$ cat config.mk
export PLATFORM = sky130hd
export DESIGN_NAME = prefix_keyed_secret_capture_flat
export DESIGN_NICKNAME = d
export VERILOG_FILES = /design/src/pksc_pkg.sv /design/src/pksc_req_if.sv /design/src/pksc_res_if.sv /design/src/prefix_keyed_secret_capture.sv /design/src/flat_wrapper.sv
export VERILOG_INCLUDE_DIRS = /design/src /design/src/src
export SDC_FILE = /design/constraint.sdc
export NUM_CORES = 1
export LEC_CHECK = 0
export BUFFER_PORTS_ARGS = -buffer_cell sky130_fd_sc_hd__buf_2
export CAP_MARGIN = 20
export CELL_PAD_IN_SITES_DETAIL_PLACEMENT = 1
export CELL_PAD_IN_SITES_GLOBAL_PLACEMENT = 1
export CORE_MARGIN = 8
export CORE_UTILIZATION = 30
export DETAILED_ROUTE_END_ITERATION = 10
export GPL_TIMING_DRIVEN = 0
export PLACE_DENSITY_LB_ADDON = 0.1
export SETUP_SLACK_MARGIN = 0.15
export SYNTH_ARGS = -nofsm -noshare
export SYNTH_HDL_FRONTEND = slang
export SYNTH_SLANG_ARGS = --single-unit
$ cat constraint.sdc
create_clock -name clk_i -period 5.9 [get_ports clk_i]
set_clock_uncertainty 0.1 [all_clocks]
set_input_delay 0.295 -clock clk_i [delete_from_list [all_inputs] [get_ports clk_i]]
set_output_delay 0.295 -clock clk_i [all_outputs]
set_load 0.03 [all_outputs]
$ cat src/prefix_keyed_secret_capture_assert.svh
// Assertion macros for the prefix-keyed secret capture block.
// Needs clk_i and rst_ni in the scope of every use.
`ifndef PREFIX_KEYED_SECRET_CAPTURE_ASSERT_SVH
`define PREFIX_KEYED_SECRET_CAPTURE_ASSERT_SVH

// Same-cycle implication, disabled in reset
`define PKSC_ASSERT_IMPL(label, ante, cons, msg) \
  label: assert property (@(posedge clk_i) disable iff (!rst_ni) (ante) |-> (cons)) \
    else $error(msg);

// Next-cycle implication, disabled in reset
`define PKSC_ASSERT_NEXT(label, ante, cons, msg) \
  label: assert property (@(posedge clk_i) disable iff (!rst_ni) (ante) |=> (cons)) \
    else $error(msg);

`endif

$ cat src/pksc_pkg.sv
// Package for the prefix-keyed secret capture block: capacity, codes, prefix table.
// No dependencies.
`timescale 1ns / 1ps
package pksc_pkg;

  localparam int unsigned SECRET_CAP = 128;
  localparam int unsigned KEY_LEN    = 9;
  localparam int unsigned LEN_W      = $clog2(SECRET_CAP + 1);
  localparam int unsigned ADDR_W     = $clog2(SECRET_CAP);
  localparam int unsigned IDX_W      = 7;
  localparam int unsigned CMP_W      = (LEN_W > IDX_W) ? LEN_W : IDX_W;

  localparam logic [7:0] CH_NUL = 8'h00;
  localparam logic [7:0] CH_LF  = 8'h0A;
  localparam logic [7:0] CH_CR  = 8'h0D;

  typedef enum logic [1:0] {
    KIND_WRITE   = 2'd0,
    KIND_READ    = 2'd1,
    KIND_RELEASE = 2'd2,
    KIND_NOP     = 2'd3
  } kind_e;

  typedef enum logic [2:0] {
    MODE_SCAN    = 3'b001,
    MODE_CAPTURE = 3'b010,
    MODE_PASS    = 3'b100
  } mode_e;

  // "password:" one character per position
  function automatic logic [7:0] prefix_char(input logic [3:0] pos);
    logic [7:0] ch;
    case (pos)
      4'd0:    ch = 8'h70;
      4'd1:    ch = 8'h61;
      4'd2:    ch = 8'h73;
      4'd3:    ch = 8'h73;
      4'd4:    ch = 8'h77;
      4'd5:    ch = 8'h6F;
      4'd6:    ch = 8'h72;
      4'd7:    ch = 8'h64;
      4'd8:    ch = 8'h3A;
      default: ch = 8'h00;
    endcase
    return ch;
  endfunction

endpackage

$ cat src/pksc_req_if.sv
// Request channel of the prefix-keyed secret capture block.
// Depends on pksc_pkg for the index width.
`timescale 1ns / 1ps
interface pksc_req_if;
  logic                          valid;
  logic                          ready;
  logic [1:0]                    kind;
  logic [7:0]                    data_byte;
  logic                          buffer_last;
  logic [pksc_pkg::IDX_W-1:0]    secret_index;

  modport source (output valid, kind, data_byte, buffer_last, secret_index, input ready);
  modport sink   (input valid, kind, data_byte, buffer_last, secret_index, output ready);
endinterface

$ cat src/pksc_res_if.sv
// Result channel of the prefix-keyed secret capture block.
// No dependencies.
`timescale 1ns / 1ps
interface pksc_res_if;
  logic       valid;
  logic       ready;
  logic [7:0] out_byte;
  logic       run_last;
  logic       buffer_end;
  logic       unlock_request;
  logic [7:0] secret_length;

  modport source (output valid, out_byte, run_last, buffer_end, unlock_request,
                  secret_length, input ready);
  modport sink   (input valid, out_byte, run_last, buffer_end, unlock_request,
                  secret_length, output ready);
endinterface

$ cat src/prefix_keyed_secret_capture.sv
// The first result of an accepted request is registered and shows in the cycle after it is taken.
// It takes one request per cycle while each request yields at most one result and the
// result side is ready; a request that yields several results holds the result stage and
// blocks the request side until its last result is taken. Held prefix bytes yield no result.
// Reset clears scan state, length, unlock flag and the result stage; the secret
// store is not cleared. Depends on pksc_pkg, pksc_req_if, pksc_res_if and the assert header.
`timescale 1ns / 1ps
`include "prefix_keyed_secret_capture_assert.svh"
module prefix_keyed_secret_capture (
  input  logic        clk_i,
  input  logic        rst_ni,
  pksc_req_if.sink    req_i,
  pksc_res_if.source  res_o
);
  import pksc_pkg::*;

  // scan and capture state
  mode_e              mode_q, mode_d;
  logic [3:0]         mc_q, mc_d;
  logic [3:0]         held_q, held_d;
  logic [LEN_W-1:0]   len_q, len_d;
  logic               req_flag_q, req_flag_d;

  logic [7:0]         mem [SECRET_CAP];

  // result stage: one run of bytes
  logic               out_valid_q;
  logic               zero_q;
  logic [3:0]         start_q;
  logic [3:0]         pcnt_q;
  logic               tailv_q;
  logic [7:0]         tail_q;
  logic               bend_q;
  logic               ureq_q;
  logic [LEN_W-1:0]   olen_q;
  logic [3:0]         pos_q;

  kind_e              kind;
  logic [7:0]         c;
  logic               last;
  logic               accept;
  logic               emit;
  logic               last_beat;
  logic [3:0]         total;
  logic               wr_en;

  logic [3:0]         mc, hc, mc1, hc1;
  logic               hit;
  logic               end_mark;

  logic               d_zero;
  logic [3:0]         d_start;
  logic [3:0]         d_pcnt;
  logic               d_tailv;

  assign kind     = kind_e'(req_i.kind);
  assign c        = req_i.data_byte;
  assign last     = req_i.buffer_last;
  assign end_mark = (c == CH_LF) || (c == CH_CR) || (c == CH_NUL);

  assign total     = pcnt_q + {3'b000, tailv_q};
  assign last_beat = (pos_q == total - 4'd1);

  // take a request when the stage is empty or its run finishes this cycle
  assign req_i.ready = !out_valid_q || (res_o.ready && last_beat);
  assign accept      = req_i.valid && req_i.ready;
  assign emit        = (d_pcnt != 4'd0) || d_tailv;

  always_comb begin
    mode_d     = mode_q;
    mc_d       = mc_q;
    held_d     = held_q;
    len_d      = len_q;
    req_flag_d = req_flag_q;
    wr_en      = 1'b0;
    d_zero     = 1'b0;
    d_start    = 4'd0;
    d_pcnt     = 4'd0;
    d_tailv    = 1'b0;

    mc  = (mc_q >= 4'(KEY_LEN)) ? 4'd0 : mc_q;
    hc  = (held_q > mc) ? mc : held_q;
    hit = (c == prefix_char(mc));
    mc1 = mc + 4'd1;
    hc1 = (mc == 4'd0) ? 4'd1 : hc + 4'd1;

    case (kind)
      KIND_READ: begin
        d_zero  = !(CMP_W'(req_i.secret_index) < CMP_W'(len_q));
        d_tailv = 1'b1;
      end
      KIND_RELEASE: begin
        len_d      = '0;
        req_flag_d = 1'b0;
        d_zero     = 1'b1;
        d_tailv    = 1'b1;
      end
      KIND_WRITE: begin
        case (mode_q)
          MODE_CAPTURE: begin
            d_tailv = 1'b1;
            if (end_mark) begin
              if (len_q == '0) begin
                len_d  = '0;
                mc_d   = 4'd0;
                held_d = 4'd0;
              end else begin
                req_flag_d = 1'b1;
                mc_d       = 4'd0;
              end
              mode_d = last ? MODE_SCAN : MODE_PASS;
            end else if (len_q >= LEN_W'(SECRET_CAP)) begin
              // overflow: drop the secret, pass the byte
              len_d  = '0;
              mc_d   = 4'd0;
              held_d = 4'd0;
              mode_d = last ? MODE_SCAN : MODE_PASS;
            end else begin
              wr_en  = 1'b1;
              d_zero = 1'b1;
              len_d  = len_q + LEN_W'(1);
              if (last && (len_q == LEN_W'(SECRET_CAP - 1))) begin
                len_d  = '0;
                mc_d   = 4'd0;
                held_d = 4'd0;
                mode_d = MODE_SCAN;
              end
            end
          end
          MODE_PASS: begin
            d_tailv = 1'b1;
            if (last) begin
              mode_d = MODE_SCAN;
            end
          end
          default: begin
            mode_d = MODE_SCAN;
            if (hit) begin
              if (mc1 == 4'(KEY_LEN)) begin
                // prefix complete: held bytes leave as zeros
                d_zero = 1'b1;
                d_pcnt = hc1;
                mc_d   = 4'd0;
                held_d = 4'd0;
                len_d  = '0;
                mode_d = MODE_CAPTURE;
              end else if (last) begin
                d_start = mc1 - hc1;
                d_pcnt  = hc1;
                mc_d    = mc1;
                held_d  = 4'd0;
              end else begin
                mc_d   = mc1;
                held_d = hc1;
              end
            end else begin
              // release held bytes unchanged, then restart
              d_start = mc - hc;
              d_pcnt  = hc;
              if (c == prefix_char(4'd0)) begin
                mc_d   = 4'd1;
                held_d = 4'd1;
                if (last) begin
                  d_tailv = 1'b1;
                  held_d  = 4'd0;
                end
              end else begin
                mc_d    = 4'd0;
                held_d  = 4'd0;
                d_tailv = 1'b1;
              end
            end
          end
        endcase
      end
      default: begin
        d_zero  = 1'b1;
        d_tailv = 1'b1;
      end
    endcase
  end

  always_ff @(posedge clk_i or negedge rst_ni) begin
    if (!rst_ni) begin
      mode_q     <= MODE_SCAN;
      mc_q       <= 4'd0;
      held_q     <= 4'd0;
      len_q      <= '0;
      req_flag_q <= 1'b0;
    end else if (accept) begin
      mode_q     <= mode_d;
      mc_q       <= mc_d;
      held_q     <= held_d;
      len_q      <= len_d;
      req_flag_q <= req_flag_d;
    end
  end

  always_ff @(posedge clk_i or negedge rst_ni) begin
    if (!rst_ni) begin
      out_valid_q <= 1'b0;
      pos_q       <= 4'd0;
    end else if (accept) begin
      out_valid_q <= emit;
      pos_q       <= 4'd0;
    end else if (out_valid_q && res_o.ready) begin
      if (last_beat) begin
        out_valid_q <= 1'b0;
      end else begin
        pos_q <= pos_q + 4'd1;
      end
    end
  end

  // run descriptor; a readback takes its byte straight from the store
  always_ff @(posedge clk_i) begin
    if (accept && emit) begin
      zero_q  <= d_zero;
      start_q <= d_start;
      pcnt_q  <= d_pcnt;
      tailv_q <= d_tailv;
      bend_q  <= (kind == KIND_WRITE) && last;
      ureq_q  <= req_flag_d;
      olen_q  <= len_d;
      if (kind == KIND_READ) begin
        tail_q <= mem[ADDR_W'(req_i.secret_index)];
      end else begin
        tail_q <= c;
      end
    end
  end

  always_ff @(posedge clk_i) begin
    if (accept && wr_en) begin
      mem[len_q[ADDR_W-1:0]] <= c;
    end
  end

  assign res_o.valid          = out_valid_q;
  assign res_o.out_byte       = zero_q ? 8'h00 :
                                (pos_q < pcnt_q) ? prefix_char(start_q + pos_q) : tail_q;
  assign res_o.run_last       = last_beat;
  assign res_o.buffer_end     = last_beat && bend_q;
  assign res_o.unlock_request = ureq_q;
  assign res_o.secret_length  = 8'(olen_q);

  `PKSC_ASSERT_IMPL(a_pos_in_run, out_valid_q, pos_q < total, "beat position beyond run")
  `PKSC_ASSERT_IMPL(a_run_blocks, out_valid_q && !last_beat, !req_i.ready,
                    "request taken while a run is still draining")
  `PKSC_ASSERT_IMPL(a_held_bound, 1'b1, (held_q <= mc_q) && (mc_q < 4'(KEY_LEN)),
                    "held count or match count out of range")
  `PKSC_ASSERT_IMPL(a_len_bound, 1'b1, len_q <= LEN_W'(SECRET_CAP),
                    "stored length beyond capacity")
  `PKSC_ASSERT_NEXT(a_silent_drop, accept && !emit, !out_valid_q,
                    "held byte left a result in the stage")

endmodule

$ cat src/flat_wrapper.sv
// flat-port wrapper written by rule: the top's interface ports become plain ports
module prefix_keyed_secret_capture_flat import pksc_pkg::*;
  (clk_i, rst_ni, req_i_valid, req_i_kind, req_i_data_byte, req_i_buffer_last, req_i_secret_index, req_i_ready, res_o_valid, res_o_out_byte, res_o_run_last, res_o_buffer_end, res_o_unlock_request, res_o_secret_length, res_o_ready);
  pksc_req_if req_i_i ();
  pksc_res_if res_o_i ();
  input  logic clk_i;
  input  logic rst_ni;
  input wire logic [$bits(req_i_i.valid)-1:0] req_i_valid;
  input wire logic [$bits(req_i_i.kind)-1:0] req_i_kind;
  input wire logic [$bits(req_i_i.data_byte)-1:0] req_i_data_byte;
  input wire logic [$bits(req_i_i.buffer_last)-1:0] req_i_buffer_last;
  input wire logic [$bits(req_i_i.secret_index)-1:0] req_i_secret_index;
  output wire logic [$bits(req_i_i.ready)-1:0] req_i_ready;
  output wire logic [$bits(res_o_i.valid)-1:0] res_o_valid;
  output wire logic [$bits(res_o_i.out_byte)-1:0] res_o_out_byte;
  output wire logic [$bits(res_o_i.run_last)-1:0] res_o_run_last;
  output wire logic [$bits(res_o_i.buffer_end)-1:0] res_o_buffer_end;
  output wire logic [$bits(res_o_i.unlock_request)-1:0] res_o_unlock_request;
  output wire logic [$bits(res_o_i.secret_length)-1:0] res_o_secret_length;
  input wire logic [$bits(res_o_i.ready)-1:0] res_o_ready;
  assign req_i_i.valid = req_i_valid;
  assign req_i_i.kind = req_i_kind;
  assign req_i_i.data_byte = req_i_data_byte;
  assign req_i_i.buffer_last = req_i_buffer_last;
  assign req_i_i.secret_index = req_i_secret_index;
  assign req_i_ready = req_i_i.ready;
  assign res_o_valid = res_o_i.valid;
  assign res_o_out_byte = res_o_i.out_byte;
  assign res_o_run_last = res_o_i.run_last;
  assign res_o_buffer_end = res_o_i.buffer_end;
  assign res_o_unlock_request = res_o_i.unlock_request;
  assign res_o_secret_length = res_o_i.secret_length;
  assign res_o_i.ready = res_o_ready;
  prefix_keyed_secret_capture u_core (.clk_i(clk_i), .rst_ni(rst_ni), .req_i(req_i_i), .res_o(res_o_i));
endmodule
==> flow_metrics.tcl, run 1 <==
set metrics [dict create \
    status "complete, no violations" \
    synth_area_per_cell_um2 20.3 \
    synth_area_um2 43700 \
    postRouteAntennaNets 0 \
    cts_buffers 118 \
    cts_tree "yes" \
    ctsHtreeMaxLevel 3 \
    rows 140 \
    die_h_um 398 \
    fillers 14200 \
    final_core_util_pct 35.1 \
    fin_hold_ws_ns 0.0421 \
    synthesis.nets 2208 \
    finalWorstSetupSlack_ns 0.222 \
    r2r_cells 12 \
    min_period_over_period_pct 96.2 \
    period_needed_ns 5.68 \
    async_flop_share_pct 2.32 \
    start_util_pct 30.1 \
    synth_cell_types 82 \
    worstMarginPinSlew_ns 1.20 \
    cp.depth 12 \
    seq_area_frac_synth_pct 73.7 \
    path_clk_slew_ns 0.06 \
    synth_edf_count 1052 \
    worstSkewPairLatency_ns 0.74 \
    grt_max_degree 107 \
    grt_pass1_wl_mm 189 \
    ys.flop_type "edfxtp_1" \
    ys_warn_count 0 \
    rsz0062_at_grt "yes" \
    syn_to_final_growth_pct 16.8 \
    place_congestion 0.821 \
    globalRoute.totalOverflow 0 \
    nets 2413 \
    cellPowerDensity_nw_per_um2 345 \
    core-area_um2 145000 \
    p_leak_uw 0.0158 \
    ir_drop_mv 0.224 \
    place_ws_ns -0.247 \
    start_kind "flip-flop" \
    critPathTopFamily "simple AND/OR/NAND/NOR gates" \
    fmax_ghz 0.176 \
    cp_max_fo 10 \
    critPathRequiredTime_ns 6.15 \
    crit_buf_inv 3 \
    hpwl_mm 91.4 \
    slowest_stage "nor2_1" \
    io_buffers 39 \
    finalSetupViolCount 0 \
    synth_cells 2151 \
    cp-end-kind "flip-flop" \
    ctsLongestPathBuffers 3 \
    max_slew_margin_pct 19.8 \
    antenna_found_initial 3 \
    maxCapViolCount 0 \
    drive_gt1_share_pct 25.8 \
    crit_chain "inv_1 -> ha_1 -> ha_1 -> xor2_1 -> nand2_1 -> o41ai_2 -> nand2_2 -> nor2_1 -> nand4_1 -> buf_8 -> clkbuf_2 -> nor2_1" \
    worstPathArrival_ns 5.93 \
    crit_type "flip-flop to flip-flop" \
    synth-seq-cells 1077 \
    critPathMaxStageDelay_ns 0.89 \
    hold-path-cell-count 1 \
    drt_pass1_iterations 5 \
    drcViolationCount 0 \
    finalHoldViolations 0 \
    die_x_um 398 \
    routed_wl_mm 134 \
    ios 43 \
    slew_violations 0 \
    fp.dieArea_um2 158000 \
    synth_area_leaders "edfxtp_1 72%, mux4_2 16%, nor2_1 1.5%" \
    drt_iter0_drc 1677 \
    grt_pass1_vias 24100 \
    synth.largest_area_cell "edfxtp_1" \
    route.vias.total 22300 \
    hp-class "input pin to flip-flop" \
    grt.total_usage_pct 16.8 \
    wl_per_cell_um 30.7 \
    vias_per_cell 5.09 \
    synth_top_area_share_pct 72.3 \
    fin_tns_setup_ns 0 \
    cts_sinks 1077 \
    cts-root-buf "clkbuf_16" \
]
-- sequential cells by signal, summed over array words and instances (netlist names) --
register,cells
u_core.mode_q,3
u_core.start_q,4
u_core.tailv_q,1
u_core.res_o.unlock_request,1
u_core.res_o.secret_length,8
u_core.bend_q,1
u_core.pcnt_q,4
u_core.res_o.valid,1
u_core.held_q,4
u_core.pos_q,4
u_core.len_q,8
u_core.zero_q,1
u_core.req_flag_q,1
u_core.mc_q,4
u_core.tail_q,8
u_core.mem,1024
-- layout by cell type, fill, tap and decap left out, drive strengths merged, types with 33 or more instances in the layout --
cell       n
nor2     173
edfxtp  1052
a21oi     50
buf      108
nand2     63
ha        33
clkbuf   216
mux4     320
inv       35
clkinv    62
-- area by class of cell --
type / count / area, um2 / area share (%)
flip-flops and latches: 1077 / 32200 / 63.1
multi-input cells: 928 / 11000 / 21.5
clock buffers: 135 / 3020 / 5.91
well taps: 1917 / 2400 / 4.70
repair buffers: 85 / 1010 / 1.98
clock inverters: 82 / 823 / 1.61
plain buffers: 114 / 473 / 0.927
inverters: 32 / 120 / 0.235
diodes: 1 / 2.50 / 0.00490
-- power by group --
part	switching, uW	internal, uW
clock network	3080	4310
registers	64.5	8460
logic	1130	559
-- cells in the mapped netlist, drive strengths merged (3+ instances only) --
| cell | number |
|---|---|
| a211oi | 6 |
| a21o | 10 |
| a21oi | 50 |
| a221oi | 3 |
| a22o | 5 |
| a22oi | 32 |
| a31o | 3 |
| a31oi | 7 |
| and2 | 7 |
| buf | 33 |
| clkbuf | 81 |
| dfrtp | 24 |
| edfxtp | 1052 |
| ha | 33 |
| inv | 32 |
| mux2i | 6 |
| mux4 | 320 |
| nand2 | 63 |
| nand2b | 10 |
| nand3 | 28 |
| nand4 | 9 |
| nand4b | 4 |
| nor2 | 173 |
| nor2b | 10 |
| nor3 | 17 |
| nor3b | 3 |
| nor4 | 3 |
| o21a | 6 |
| o21ai | 30 |
| o22ai | 5 |
| o31ai | 10 |
| or3 | 8 |
| xnor2 | 17 |
| xor2 | 7 |
-- final timing paths --
| kind | startpoint | to | slack, ns |
|---|---|---|---|
| max in group asynchronous | rst_ni | u_core.len_q[3]$_DFFE_PN0P_ | 5.13 |
| setup reg to reg | u_core.pcnt_q[0]$_DFFE_PP_ | u_core.mem[125][4]$_DFFE_PP_ | 0.22 |
| setup / recovery | u_core.pcnt_q[0]$_DFFE_PP_ | u_core.mem[125][4]$_DFFE_PP_ | 0.22 |
| hold / removal | req_i_data_byte[4] | u_core.mem[103][4]$_DFFE_PP_ | 0.04 |
| min in group asynchronous | rst_ni | u_core.pos_q[3]$_DFFE_PN0P_ | 0.11 |
| hold reg to reg | u_core.req_flag_q$_DFFE_PN0P_ | u_core.req_flag_q$_DFFE_PN0P_ | 0.43 |
-- routing by layer --
layer	share of wire (%)	GRT usage [%]
met5	0.0082	0
met4	2.3	3.92
met3	3.9	2.62
met2	49	27.8
met1	45	23.4
-- logic make-up after synthesis --
group                    Yosys count  synth area share (%)
flip-flops                      1077                  73.7
XOR/XNOR                          24                 0.481
multiplexers                     328                  16.7
buffers and inverters            146                  1.32
AO/OA/AOI/OAI                    195                  3.11
AND/OR/NAND/NOR                  346                  3.66
adder cells (fa/ha/maj)           35                  1.04
-- stage by stage --
stage	instances	cell area [um2]	total power, uW
after floorplan	2151	43700	9610
after global placement	4107	46300	10300
after detailed placement	4137	46900	10400
after CTS	4364	50900	17800
after global routing	4370	51000	18200
final	4371	51000	17600
-- repair_timing --
| item | in CTS | in global routing |
|---|---|---|
| gates resized for setup | 0 | 21 |
| setup buffers | 0 | 0 |
| setup endpoints to repair | 0 | 220 |
| hold buffers | 10 | 0 |
| hold endpoints to repair | 333 | 0 |
(Power assumes the default switching activity.)
==> run 2: changes to the inputs <==
--- a/config.mk
+++ b/config.mk
@@ -10,12 +10,13 @@
 export CAP_MARGIN = 20
 export CELL_PAD_IN_SITES_DETAIL_PLACEMENT = 1
 export CELL_PAD_IN_SITES_GLOBAL_PLACEMENT = 1
+export CORE_ASPECT_RATIO = 0.6
 export CORE_MARGIN = 8
 export CORE_UTILIZATION = 30
 export DETAILED_ROUTE_END_ITERATION = 10
 export GPL_TIMING_DRIVEN = 0
 export PLACE_DENSITY_LB_ADDON = 0.1
-export SETUP_SLACK_MARGIN = 0.15
+export SETUP_SLACK_MARGIN = 0.5
 export SYNTH_ARGS = -nofsm -noshare
 export SYNTH_HDL_FRONTEND = slang
 export SYNTH_SLANG_ARGS = --single-unit
==> run 2 against run 1 <==
Net effect:
- total power fell by 2.2%
- highest routed layer is now met4
- non-clock buffer count rose by 21
- core utilization up 0.13 points
- die area is 0.25% higher
- first-iteration DRC count rose by 35%
- maximum frequency increased by 7.1%
- sequential power barely moved
- worst setup slack improved by 0.37 ns
- register-to-register slack improved by 0.37 ns
- final cell count is 0.30% higher
==> flow_metrics.tcl, run 2 (synthesis gave the netlist of run 1 again) <==
set metrics [dict create \
    status "complete, no violations" \
    drive_gt1_share_pct 26.5 \
    min_to "u_core.mem[86][1]$_DFFE_PP_" \
    gr-usage-met3_pct 2.91 \
    hpwl_mm 96.8 \
    finalSetupViolCount 0 \
    grt_pass1_wl_mm 192 \
    timing.rr.start "u_core.tailv_q$_DFFE_PP_" \
    drt_iter0_drc 2271 \
    drcViolationCount 0 \
    path_clk_slew_ns 0.07 \
    grt.total_usage_pct 17.1 \
    p_int_uw 12900 \
    r2r_cells 13 \
    fmax_ghz 0.189 \
    cts_sinks 1077 \
    cp_max_fo 10 \
    route.vias.total 22900 \
    worstSkewPairLatency_ns 0.72 \
    fp.dieArea_um2 159000 \
    largest_register_ff_count 1024 \
    comb_power_share_pct 9.9 \
    swShare_pct 25.0 \
    rsz0062_at_grt "yes" \
    fin_hold_ws_ns 0.0524 \
    hp-class "input pin to flip-flop" \
    max_slew_margin_pct 21.5 \
    layout_common_cells "1052 x edfxtp_1, 320 x mux4_2, 151 x nor2_1" \
    min_period_over_period_pct 89.9 \
    power_frac_clock_pct 40.6 \
    reg2reg_to "u_core.mem[55][5]$_DFFE_PP_" \
    grt.busiest_layer "met1" \
    hold-path-cell-count 1 \
    routed_wl_mm 138 \
    dp_cells 4152 \
    cellPowerDensity_nw_per_um2 337 \
    cts_buffers 105 \
    globalRoute.totalOverflow 0 \
    rrSetupSlack_ns 0.60 \
    place_congestion 0.840 \
    drt_pass1_iterations 5 \
    die_x_um 509 \
    finalHoldViolations 0 \
    start_util_pct 30.2 \
    core-area_um2 145000 \
    ios 43 \
    p_leak_uw 0.0158 \
    postRouteAntennaNets 0 \
    slew_violations 0 \
    final_cells 4384 \
    grtUsageMet2_pct 23.4 \
    grt_max_degree 101 \
    antenna_found_initial 10 \
    power_frac_seq_pct 49.5 \
    nets 2421 \
    final_core_util_pct 35.3 \
    ctsLongestPathBuffers 3 \
    cts_tree "yes" \
    p_sw_uw 4300 \
    cp-end-kind "flip-flop" \
    critPathRequiredTime_ns 6.12 \
    worstPathArrival_ns 5.52 \
    worstMarginPinSlew_ns 1.18 \
    vias_per_cell 5.23 \
    cts-root-buf "clkbuf_16" \
    fillers 14200 \
    layout_commonest_cell "edfxtp_1" \
    maxCapViolCount 0 \
    hp-start "req_i_data_byte[1]" \
    crit_type "flip-flop to flip-flop" \
    total_power_uw 17200 \
    start_kind "flip-flop" \
    grt_use_met1_pct 27.9 \
    syn_to_final_growth_pct 16.7 \
    wl_per_cell_um 31.4 \
    period_needed_ns 5.30 \
    rows 108 \
    ir_drop_mv 0.250 \
    ctsHtreeMaxLevel 3 \
    io_buffers 39 \
    die_h_um 312 \
    grt_pass1_vias 23700 \
]
run 2: per-layer routing:
metal	part of all wire [%]	wire length, um	vias up
met5	0	0	-
met2	41	56300	618
met3	5.7	7800	159
met1	51	70800	12700
met4	2.1	2830	0
li1	-	-	9402
run 2: worst max-delay path, stage by stage (launching register included):
cell and delay, ns:
edfxtp_1 0.34, inv_1 0.07, ha_1 0.22, ha_1 0.29, xor2_1 0.14, nand2_1 0.10, o41ai_2 0.53, buf_4 0.27
nand2_2 0.20, nor2_1 0.46, nand2_1 0.62, clkbuf_1 0.50, buf_16 0.28, nor2_1 0.76
run 2: what timing repair did:
action / CTS / global route
hold buffers: 10 / 0
setup endpoints to repair: 222 / 291
hold endpoints to repair: 282 / 0
cloned: 0 / 0
pin swaps: 2 / 1
setup buffers: 5 / 0
gates resized for setup: 5 / 21
run 2: power by group through the flow:
stage / combinational, uW / sequential [uW] / clock [uW]
floorplan: 939 / 8670 / 0
global placement: 1620 / 8700 / 0
detailed placement: 1690 / 8690 / 0
CTS: 1710 / 8520 / 7190
global route: 1830 / 8530 / 7420
finish: 1700 / 8520 / 6990
run 2: how the worst max path moves through the flow:
| stage | cells after the start | startpoint | to |
|---|---|---|---|
| global placement | 9 | req_i_data_byte[4] | u_core.mem[43][7]$_DFFE_PP_ |
| CTS | 13 | u_core.tailv_q$_DFFE_PP_ | u_core.mem[62][0]$_DFFE_PP_ |
| detailed placement | 11 | req_i_data_byte[4] | u_core.mem[43][0]$_DFFE_PP_ |
| floorplan | 13 | u_core.mc_q[0]$_DFFE_PN0P_ | u_core.bend_q$_DFFE_PP_ |
| global route | 13 | u_core.tailv_q$_DFFE_PP_ | u_core.mem[55][5]$_DFFE_PP_ |
| finish | 13 | u_core.tailv_q$_DFFE_PP_ | u_core.mem[55][5]$_DFFE_PP_ |
run 2: stage by stage:
stage	setup TNS, ns	setup slack [ns]	cell area [um2]
3_5_place_dp	-3.89	-0.198	47100
2_1_floorplan	0	1.09	43700
5_1_grt	0	0.294	51000
4_1_cts	0	0.416	50800
3_3_place_gp	-1020.68	-1.49	46300
6_report	0	0.596	51000
run 2: layout make-up:
cell class	instances	area, um2	area share [%]
diodes	2	5.00	0.00981
plain buffers	114	465	0.913
clock buffers	118	2710	5.31
clock inverters	82	811	1.59
inverters	32	120	0.236
multi-input cells	928	11000	21.6
flip-flops and latches	1077	32200	63.2
well taps	1925	2410	4.72
repair buffers	106	1270	2.49
==> run 3: changes to the inputs <==
--- a/config.mk
+++ b/config.mk
@@ -11,7 +11,7 @@
 export CELL_PAD_IN_SITES_DETAIL_PLACEMENT = 1
 export CELL_PAD_IN_SITES_GLOBAL_PLACEMENT = 1
 export CORE_ASPECT_RATIO = 0.6
-export CORE_MARGIN = 8
+export CORE_MARGIN = 5
 export CORE_UTILIZATION = 30
 export DETAILED_ROUTE_END_ITERATION = 10
 export GPL_TIMING_DRIVEN = 0
==> constraint.sdc (replaced) <==
create_clock -name clk_i -period 5.9 [get_ports clk_i]
set_clock_uncertainty 0.1 [all_clocks]
set_input_delay 0.295 -clock clk_i [delete_from_list [all_inputs] [get_ports clk_i]]
set_output_delay 0.295 -clock clk_i [all_outputs]
set_load 0.01 [all_outputs]
==> run 3 against run 2 <==
Net effect:
- via count increased by 0.17%
- non-clock buffer count fell by 1
- count of clock-buffer cells in the layout increased by 9
- global-route usage up 0.80 points
- sequential cell count is the same
- largest cell class unchanged
- highest routed layer unchanged
==> flow_metrics.tcl, run 3 (synthesis gave the netlist of run 1 again) <==
set metrics [dict create \
    total_power_uw 17000 \
    top_layer "met4" \
    io_buffers 39 \
    ios 43 \
    ir_drop_mv 0.220 \
    design_area_um2 51100 \
    route.met2.wl_mm 57.6 \
    cp.depth 12 \
    worstPathArrival_ns 5.48 \
    cp_max_fo 10 \
    hpwl_mm 96.6 \
    worstMarginPinSlew_ns 1.18 \
    start_util_pct 30.2 \
    critPathMaxStageDelay_ns 0.85 \
    hp-class "input pin to flip-flop" \
    layout_commonest_cell "edfxtp_1" \
    largest_register_ff_count 1024 \
    cp-startpoint "u_core.tailv_q$_DFFE_PP_" \
    dp_cells 4151 \
    ctsLongestPathBuffers 3 \
    syn_to_final_growth_pct 16.9 \
    rrSetupSlack_ns 0.66 \
    worstSkewPairLatency_ns 0.72 \
    place_area_um2 47100 \
    max_slew_margin_pct 21.2 \
    drcViolationCount 0 \
    grt_max_degree 96 \
    route.vias.total 22900 \
    post_cts_buffers 0 \
    min_period_over_period_pct 88.8 \
    final_cells 4374 \
    antenna_found_initial 13 \
    cp-end-kind "flip-flop" \
    drive_gt1_share_pct 28.4 \
    layout_common_cells "1052 x edfxtp_1, 320 x mux4_2, 105 x clkbuf_16" \
    crit_buf_inv 3 \
    timing.rr.start "u_core.tailv_q$_DFFE_PP_" \
    routed_wl_mm 140 \
    place_ws_ns -0.515 \
    nets 2418 \
    fin_tns_setup_ns 0 \
    place_congestion 0.840 \
    maxCapViolCount 0 \
    grt_pass1_wl_mm 192 \
    ctsHtreeMaxLevel 3 \
    rsz0062_at_grt "yes" \
    period_needed_ns 5.24 \
    finalHoldViolations 0 \
    slowest_stage "nor2_1" \
    cp-endpoint "u_core.mem[66][1]$_DFFE_PP_" \
    core-area_um2 145000 \
    cts_tree "yes" \
    vias_per_cell 5.25 \
    met1_length_mm 71.4 \
    crit_chain "inv_1 -> ha_1 -> ha_1 -> xor2_1 -> nand2_1 -> o41ai_2 -> buf_4 -> nand2_2 -> nor3_1 -> nand3_2 -> clkbuf_1 -> nor2_1" \
    fp.dieArea_um2 154000 \
    slew_violations 0 \
    p_leak_uw 0.0157 \
    grt_pass1_vias 23600 \
    status "complete, no violations" \
    cts_sinks 1077 \
    rows 108 \
    postRouteAntennaNets 0 \
    globalRoute.totalOverflow 0 \
    critPathRequiredTime_ns 6.14 \
    wl_per_cell_um 31.9 \
    cts_buffers 103 \
    cts-root-buf "clkbuf_16" \
    r2r_cells 12 \
    critPathTopFamily "simple AND/OR/NAND/NOR gates" \
    grt.total_usage_pct 17.9 \
    path_clk_slew_ns 0.07 \
    crit_type "flip-flop to flip-flop" \
    cellPowerDensity_nw_per_um2 333 \
    hp-start "req_i_data_byte[0]" \
    met3_length_mm 8.71 \
    finalWorstSetupSlack_ns 0.658 \
    drt_iter0_drc 2395 \
    reg2reg_to "u_core.mem[66][1]$_DFFE_PP_" \
    die_h_um 306 \
    start_kind "flip-flop" \
    crit_top_cell "ha_1" \
    die_x_um 503 \
    finalSetupViolCount 0 \
    drt_pass1_iterations 5 \
    fmax_ghz 0.191 \
]
-- run 3: changes by cell type in the layout (fill, tap and decap cells not counted), sizes merged --
| cell | delta |
|---|---|
| buf | -9 |
| bufinv | -2 |
| clkbuf | +8 |
| clkinv | -20 |
| clkinvlp | +5 |
| dlygate4sd3 | +9 |
| inv | -1 |
-- run 3: per-layer routing --
metal | global-route usage, % | vias to the layer above
met5 | 0 | -
met4 | 3.19 | 0
met3 | 3.42 | 141
met2 | 24.7 | 639
met1 | 29.1 | 12800
li1 | - | 9384
-- run 3: final cells by class --
cell class	instances	area [um2]
multi-input combinational	928	11200
inverter	32	120
clock buffer	127	2730
tap	1925	2410
antenna	2	5.00
timing repair buffer	105	1320
buffer	114	469
clock inverter	64	662
fill	14100	93600
sequential	1077	32200
-- run 3: how the worst min path moves through the flow --
stage	cells past startpoint	endpoint	slack, ns
after floorplan	0	u_core.held_q[0]$_DFFE_PN0P_	-0.10
after global placement	1	u_core.mc_q[3]$_DFFE_PN0P_	0.30
after detailed placement	1	u_core.mc_q[3]$_DFFE_PN0P_	0.31
after CTS	2	u_core.mem[68][4]$_DFFE_PP_	0.0009
after global routing	2	u_core.mem[68][4]$_DFFE_PP_	0.003
final	1	u_core.mem[87][0]$_DFFE_PP_	0.04
-- run 3: worst reg2reg max path, stage by stage (launching register included) --
cell      delay (ns)
edfxtp_1        0.35
inv_1           0.10
ha_1            0.23
ha_1            0.29
xor2_1          0.15
nand2_1         0.09
o41ai_2         0.46
buf_4           0.26
nand2_2         0.21
nor3_1          0.60
nand3_2         0.62
clkbuf_1        0.56
nor2_1          0.86
-- run 3: where the power goes --
group          leakage, uW  total, uW  switching, uW  internal, uW
logic              0.00431       1700           1120           578
clock network      0.00165       6800           3010          3780
registers          0.00977       8520           69.1          8450
total               0.0157      17000           4200         12800
-- run 3: through the flow --
step	util [%]	hold WS, ns
2_1_floorplan	-	-0.101
3_3_place_gp	32.0	0.301
3_5_place_dp	32.5	0.308
4_1_cts	35.0	0.000850
5_1_grt	35.3	0.00299
6_report	35.3	0.0360
-- run 3: repair_timing --
| action | in CTS | in global routing |
|---|---|---|
| hold buffers | 13 | 10 |
| gates resized for setup | 35 | 56 |
| endpoints found under the setup margin | 468 | 669 |
| gates cloned | 0 | 0 |
| hold endpoints to repair | 164 | 20 |
